<file path="src/rtl/core/rgb_pair_to_uyvy_422_macros.svh">
// assertion macros shared by the rgb pair to uyvy converter
`ifndef RGB_PAIR_TO_UYVY_422_MACROS_SVH
`define RGB_PAIR_TO_UYVY_422_MACROS_SVH

// antecedent implies consequent in the next cycle
`define RPU_ASSERT_NEXT(label, ante, cons, msg) \
  label: assert property (@(posedge clk) disable iff (!rst_n) (ante) |=> (cons)) \
    else $error(msg);

// antecedent implies consequent in the same cycle
`define RPU_ASSERT_SAME(label, ante, cons, msg) \
  label: assert property (@(posedge clk) disable iff (!rst_n) (ante) |-> (cons)) \
    else $error(msg);

`endif

</file>
<file path="src/rtl/core/rpu_pkg.sv">
// types and fixed-point constants for the rgb pair to uyvy converter
package rpu_pkg;

  localparam int FRAC_BITS = 16;
  localparam int ACC_W     = 27;
  localparam int CHAN_W    = ACC_W - FRAC_BITS;

  typedef logic [7:0]                byte_t;
  typedef logic [15:0]               coef_t;
  typedef logic [23:0]               prod_t;
  typedef logic signed [ACC_W-1:0]   acc_t;
  typedef logic signed [CHAN_W-1:0]  chan_t;

  // bt.601 coefficients, 16 fraction bits
  localparam coef_t K_YR = 16'd16843;
  localparam coef_t K_YG = 16'd33030;
  localparam coef_t K_YB = 16'd6423;
  localparam coef_t K_UR = 16'd9699;
  localparam coef_t K_UG = 16'd19071;
  localparam coef_t K_UB = 16'd28770;
  localparam coef_t K_VR = 16'd28770;
  localparam coef_t K_VG = 16'd24117;
  localparam coef_t K_VB = 16'd4653;

  localparam acc_t OFF_Y = acc_t'(16)  <<< FRAC_BITS;
  localparam acc_t OFF_C = acc_t'(128) <<< FRAC_BITS;

  typedef struct packed {
    logic s1;
    logic s2;
    logic s3;
  } pipe_en_t;

  typedef struct packed {
    chan_t y;
    chan_t u;
    chan_t v;
  } yuv_t;

endpackage

</file>
<file path="src/rtl/core/rpu_pixel_conv.sv">
// two-stage rgb to yuv conversion of one pixel: products, then sum and floor
module rpu_pixel_conv (
  input  logic             clk,
  input  rpu_pkg::pipe_en_t en,
  input  rpu_pkg::byte_t   red,
  input  rpu_pkg::byte_t   green,
  input  rpu_pkg::byte_t   blue,
  output rpu_pkg::yuv_t    yuv
);
  import rpu_pkg::*;

  prod_t yr_r, yg_r, yb_r;
  prod_t ur_r, ug_r, ub_r;
  prod_t vr_r, vg_r, vb_r;
  yuv_t  yuv_r;
  acc_t  sum_y, sum_u, sum_v;

  // stage 1: nine 8x16 products
  always_ff @(posedge clk) begin
    if (en.s1) begin
      yr_r <= prod_t'(red)   * K_YR;
      yg_r <= prod_t'(green) * K_YG;
      yb_r <= prod_t'(blue)  * K_YB;
      ur_r <= prod_t'(red)   * K_UR;
      ug_r <= prod_t'(green) * K_UG;
      ub_r <= prod_t'(blue)  * K_UB;
      vr_r <= prod_t'(red)   * K_VR;
      vg_r <= prod_t'(green) * K_VG;
      vb_r <= prod_t'(blue)  * K_VB;
    end
  end

  always_comb begin
    sum_y = OFF_Y + acc_t'(yr_r) + acc_t'(yg_r) + acc_t'(yb_r);
    sum_u = OFF_C - acc_t'(ur_r) - acc_t'(ug_r) + acc_t'(ub_r);
    sum_v = OFF_C + acc_t'(vr_r) - acc_t'(vg_r) - acc_t'(vb_r);
  end

  // stage 2: dropping the fraction bits of a two's complement value floors it
  always_ff @(posedge clk) begin
    if (en.s2) begin
      yuv_r.y <= sum_y[ACC_W-1:FRAC_BITS];
      yuv_r.u <= sum_u[ACC_W-1:FRAC_BITS];
      yuv_r.v <= sum_v[ACC_W-1:FRAC_BITS];
    end
  end

  assign yuv = yuv_r;

endmodule

</file>
<file path="src/rtl/core/rpu_pack.sv">
// chroma averaging, saturation and uyvy output register
module rpu_pack (
  input  logic             clk,
  input  rpu_pkg::pipe_en_t en,
  input  rpu_pkg::yuv_t    yuv_first,
  input  rpu_pkg::yuv_t    yuv_second,
  output rpu_pkg::byte_t   chroma_u,
  output rpu_pkg::byte_t   luma_first,
  output rpu_pkg::byte_t   chroma_v,
  output rpu_pkg::byte_t   luma_second
);
  import rpu_pkg::*;

  typedef logic signed [CHAN_W:0] pair_t;

  byte_t u_r, y0_r, v_r, y1_r;
  pair_t sum_u, sum_v;
  chan_t avg_u, avg_v;

  function automatic byte_t clamp_byte(chan_t x);
    byte_t res;
    if (x < 0) begin
      res = 8'd0;
    end else if (x > chan_t'(255)) begin
      res = 8'd255;
    end else begin
      res = x[7:0];
    end
    return res;
  endfunction

  always_comb begin
    sum_u = pair_t'(yuv_first.u) + pair_t'(yuv_second.u);
    sum_v = pair_t'(yuv_first.v) + pair_t'(yuv_second.v);
    // arithmetic halving floors toward minus infinity
    avg_u = sum_u[CHAN_W:1];
    avg_v = sum_v[CHAN_W:1];
  end

  always_ff @(posedge clk) begin
    if (en.s3) begin
      u_r  <= clamp_byte(avg_u);
      y0_r <= clamp_byte(yuv_first.y);
      v_r  <= clamp_byte(avg_v);
      y1_r <= clamp_byte(yuv_second.y);
    end
  end

  assign chroma_u    = u_r;
  assign luma_first  = y0_r;
  assign chroma_v    = v_r;
  assign luma_second = y1_r;

endmodule

</file>
<file path="src/rtl/core/rgb_pair_to_uyvy_422.sv">
// Converts a pair of adjacent 8-bit RGB pixels to one BT.601 studio-range
// UYVY 4:2:2 group (U, Y0, V, Y1) with 16-bit fixed-point coefficients,
// floored channels and a floored average of the two chroma samples. It
// accepts one pixel pair per clock unless the output stalls. Its registered
// stages are products, sum with floor, then chroma average and saturation
// into the output register. Each stage moves on when its successor is empty
// or advancing, so a stall at the output holds without losing a transaction.
`include "rgb_pair_to_uyvy_422_macros.svh"

module rgb_pair_to_uyvy_422 (
  input  logic           clk,
  input  logic           rst_n,
  input  logic           in_valid,
  output logic           in_ready,
  input  rpu_pkg::byte_t in_red_first,
  input  rpu_pkg::byte_t in_green_first,
  input  rpu_pkg::byte_t in_blue_first,
  input  rpu_pkg::byte_t in_red_second,
  input  rpu_pkg::byte_t in_green_second,
  input  rpu_pkg::byte_t in_blue_second,
  output logic           out_valid,
  input  logic           out_ready,
  output rpu_pkg::byte_t out_chroma_u,
  output rpu_pkg::byte_t out_luma_first,
  output rpu_pkg::byte_t out_chroma_v,
  output rpu_pkg::byte_t out_luma_second
);
  import rpu_pkg::*;

  logic     v1_r, v2_r, v3_r;
  logic     v1_nxt, v2_nxt, v3_nxt;
  logic     rdy1, rdy2, rdy3;
  pipe_en_t en;
  yuv_t     yuv_first, yuv_second;

  always_comb begin
    rdy3   = !v3_r || out_ready;
    rdy2   = !v2_r || rdy3;
    rdy1   = !v1_r || rdy2;
    en.s1  = rdy1 && in_valid;
    en.s2  = rdy2 && v1_r;
    en.s3  = rdy3 && v2_r;
    v1_nxt = rdy1 ? in_valid : v1_r;
    v2_nxt = rdy2 ? v1_r : v2_r;
    v3_nxt = rdy3 ? v2_r : v3_r;
  end

  always_ff @(posedge clk) begin
    if (!rst_n) begin
      v1_r <= 1'b0;
      v2_r <= 1'b0;
      v3_r <= 1'b0;
    end else begin
      v1_r <= v1_nxt;
      v2_r <= v2_nxt;
      v3_r <= v3_nxt;
    end
  end

  rpu_pixel_conv u_conv_first (
    .clk   (clk),
    .en    (en),
    .red   (in_red_first),
    .green (in_green_first),
    .blue  (in_blue_first),
    .yuv   (yuv_first)
  );

  rpu_pixel_conv u_conv_second (
    .clk   (clk),
    .en    (en),
    .red   (in_red_second),
    .green (in_green_second),
    .blue  (in_blue_second),
    .yuv   (yuv_second)
  );

  rpu_pack u_pack (
    .clk         (clk),
    .en          (en),
    .yuv_first   (yuv_first),
    .yuv_second  (yuv_second),
    .chroma_u    (out_chroma_u),
    .luma_first  (out_luma_first),
    .chroma_v    (out_chroma_v),
    .luma_second (out_luma_second)
  );

  assign in_ready  = rdy1;
  assign out_valid = v3_r;

  `RPU_ASSERT_SAME(a_empty_ready, !v1_r && !v2_r && !v3_r, in_ready, "empty pipe not ready")
  `RPU_ASSERT_NEXT(a_accept_fills, in_valid && in_ready, v1_r, "accepted transaction lost")
  `RPU_ASSERT_NEXT(a_s1_to_s2, v1_r && rdy2, v2_r, "stage 1 transaction lost")
  `RPU_ASSERT_NEXT(a_drain, out_valid && out_ready && !v2_r, !out_valid, "transaction repeated")

endmodule

</file>
<file path="config.mk">
export PLATFORM = sky130hd
export DESIGN_NAME = rgb_pair_to_uyvy_422
export DESIGN_NICKNAME = d
export VERILOG_FILES = /design/src/rtl/core/rpu_pkg.sv /design/src/rtl/core/rpu_pixel_conv.sv /design/src/rtl/core/rpu_pack.sv /design/src/rtl/core/rgb_pair_to_uyvy_422.sv
export VERILOG_INCLUDE_DIRS = /design/src /design/src/rtl/core
export SDC_FILE = /design/constraint.sdc
export NUM_CORES = 2
export LEC_CHECK = 0
export BUFFER_PORTS_ARGS = -buffer_cell sky130_fd_sc_hd__buf_2
export CORE_UTILIZATION = 30
export DETAILED_ROUTE_END_ITERATION = 8
export SYNTH_ARGS = -nofsm -noshare
export SYNTH_HDL_FRONTEND = slang
export SYNTH_SLANG_ARGS = --single-unit
</file>
<file path="constraint.sdc">
create_clock -name clk -period 22.9 [get_ports clk]
set_input_delay 4.58 -clock clk [delete_from_list [all_inputs] [get_ports clk]]
set_output_delay 4.58 -clock clk [all_outputs]
set_load 0.02 [all_outputs]
</file>
==> results.toml <==
[outcome]
status = "finished clean"

[synth]
synth_area_mm2 = 0.0504
syn_inst = 4649
yosys_register_bits = 479
yosysSeqAreaShare = 0.285
synth_compound_area_frac = 0.100
synth_xor_xnor_area_share = 0.0608
syn_area_per_cell_um2 = 10.8
synth_mux_area_frac = 0.000795
synth_top_family_by_area = "adder cells"
synth_ff_type = "edfxtp_1"
synthArstFlopShare = 0
ys_warn_count = 0
synthAdderAreaFrac = 0.410
synth-edff-count = 476
synthDistinctLibCells = 71
synth-simple-area-share = 0.0815
synth_fp_nets = 6102

[global_route]
grt_overflow = 0
grt_usage = 0.149
grt_pass1_vias = 34285
antenna_found_initial = 16
grt_pass1_wl_mm = 196
grt_max_degree = 149

[clock_network]
root_buffer = "clkbuf_16"
insertion_delay_ns = 0.65
cts_inserted_buffers = 53
cts-htree-levels = 2
cts_tree = "yes"
clock_sinks = 479
cts_resized = 0
cts_hold_buffers = 0
post_cts_buffers = 0
clk_path_buf_depth = 3
clk_pin_slew_ns = 0.06

[placement]
dpl-instance-area_mm2 = 0.0537
gp_congestion = 0.916
hpwl_mm = 104
place_inst = 6943
io_buffers = 85

[worst_setup_path]
critPathBufInv = 2
cpMaxStageDelayCell = "nor2b_1"
max_stage_delay_ns = 0.56
cp_top_family = "simple AND/OR/NAND/NOR gates"
cpMostUsedCell = "buf_2"
path_class = "in2out"
cp-end-kind = "output pin"
path_max_fanout = 6
start_kind = "primary input"
cp_data_required_time_ns = 18.32
path_cells = "buf_2 -> nor2b_1 -> nand3_1 -> buf_2"
cp.arrival_ns = 5.60

[cells_and_area]
layout.cells.non_filler = 7049
fillers = 16801
finalInstanceArea_mm2 = 0.0555
syn2layout_area_growth_pct = 10.2
nets = 6247
layout-drive-gt1-share = 0.0448

[timing]
tns_ns = 0
period_needed_ns = 10.18
hold_viol_final = 0
fin_crit_sh = 0.445
finClkSkew_ns = 0.0383
rsz0062_at_grt = "no"
worstMarginPinSlew_ns = 1.13
setup_viol = 0
hold_ws_ns = 0.502
slew_headroom = 0.244
max_freq_mhz = 98.2
slew_violations = 0

[floorplanning]
ios = 86
dieWidth_um = 412
dieArea_mm2 = 0.170
core_region_area_mm2 = 0.167
start_util = 0.302
rows = 150
die_h_um = 412

[pwr]
power_density_mw_per_mm2 = 123
leakage_uw = 0.0257
finalPower_uw = 6830
vdd_drop_max_mv = 0.0691

[drt]
wl_per_cell_um = 17.8
initialDrtViolationCount = 1762
ant_nets = 0
first_pass_iters = 5
via_per_inst = 4.76
wl_mm = 125
drc = 0
vias = 33588

[min_path]
min_path_type = "reg2reg"

[job]
max_cap_viol_count = 0
==> routing by layer <==
metal	global-route usage	routed length, um
met1	0.205	58800
met2	0.246	58000
met3	0.0135	4920
met4	0.0435	3440
met5	0	18
==> flip-flops by register name, indices dropped and copies added (netlist names), 22 cells and up <==
register and flops:
u_conv_first.yuv 32, u_conv_second.yuv 32, u_conv_first.yg_r 23, u_conv_first.yr_r 23
u_conv_second.yg_r 23, u_conv_second.yr_r 23, u_conv_first.vg_r 22, u_conv_second.vg_r 22
==> worst reg2reg max path: cells and delay by family (launching register included) <==
family	cells	cell delay, ns
compound gates	4	0.87
flops	1	0.44
xor+xnor	2	0.41
simple gates	7	1.99
fa+ha+maj	2	0.86
==> path summary, 6_finish.rpt <==
kind / slack, ns / cells past startpoint / start / end
worst max register to register: 18.09 / 15 / u_conv_first.ur_r[8]$_DFFE_PP_ / u_conv_first.yuv[15]$_DFFE_PP_
worst min register to register: 0.50 / 1 / u_conv_second.yuv[28]$_DFFE_PP_ / u_pack.luma_second[6]$_SDFFCE_PN1P_
worst min-delay path: 0.50 / 1 / u_conv_second.yuv[28]$_DFFE_PP_ / u_pack.luma_second[6]$_SDFFCE_PN1P_
worst max-delay path: 12.72 / 4 / out_ready / in_ready
==> cell usage after synthesis (all sizes together), types with 35 or more instances <==
cell,n,area [um^2]
nor3,107,536
edfxtp,476,14300
xnor2,264,2310
and3,36,225
a31oi,35,219
ha,986,12300
nor2,222,833
nand2,138,518
inv,832,3120
o21ai,121,606
fa,415,8310
nand2b,35,219
nor2b,52,325
a21oi,208,1040
nand3,69,345
o21a,53,398
xor2,86,753
a21o,82,616
or3,47,294
==> metrics by stage <==
| stage | utilization | setup WS (ns) |
|---|---|---|
| 3_3_place_gp | 0.321 | 12.70 |
| 6_report | 0.332 | 12.72 |
| 3_5_place_dp | 0.321 | 12.70 |
| 2_1_floorplan | - | 6.17 |
| 5_1_grt | 0.332 | 12.55 |
| 4_1_cts | 0.332 | 12.71 |
==> cells by family after synthesis <==
logic type / Yosys count
multiplexers: 4
XOR/XNOR: 350
flip-flops: 479
adder cells (fa/ha/maj): 1401
AO/OA/AOI/OAI: 755
buffers and inverters: 834
AND/OR/NAND/NOR: 826
==> report_power, final <==
group          internal (uW)  switching, uW
combinational           1790           2440
sequential              1480            192
clock                    544            383
==> cell type report <==
type	count	area (um^2)	area share
Antenna cell	6	15.0	0.000270
Clock inverter	33	422	0.00759
Timing Repair Buffer	92	490	0.00883
Sequential cell	479	14400	0.259
Clock buffer	67	1420	0.0256
Inverter	832	3120	0.0563
Tap cell	2204	2760	0.0497
Multi-Input combinational cell	3336	32900	0.593
==> cell usage in the layout, fill, tap and decap left out, drive strengths merged, types with 8 or more instances in the layout <==
cell type and instances:
nand2b 35, or3 47, a31oi 35, inv 838
nand3b 11, xor2 86, a21o 82, o21bai 31
nand4 25, nor2b 52, nor3 107, buf 92
edfxtp 476, a41oi 8, a31o 17, o21ai 121
or2 16, a211oi 28, nor2 222, o21a 53
a21oi 208, xnor2 264, fa 415, nor4 17
and3 36, o2111ai 8, o211ai 25, a211o 15
bufinv 9, o311ai 14, and2 29, ha 986
a2111oi 18, nand2 138, nand3 69, o31ai 18
clkbuf 67, clkinv 15
No activity file was read; power rests on OpenSTA's default activity.
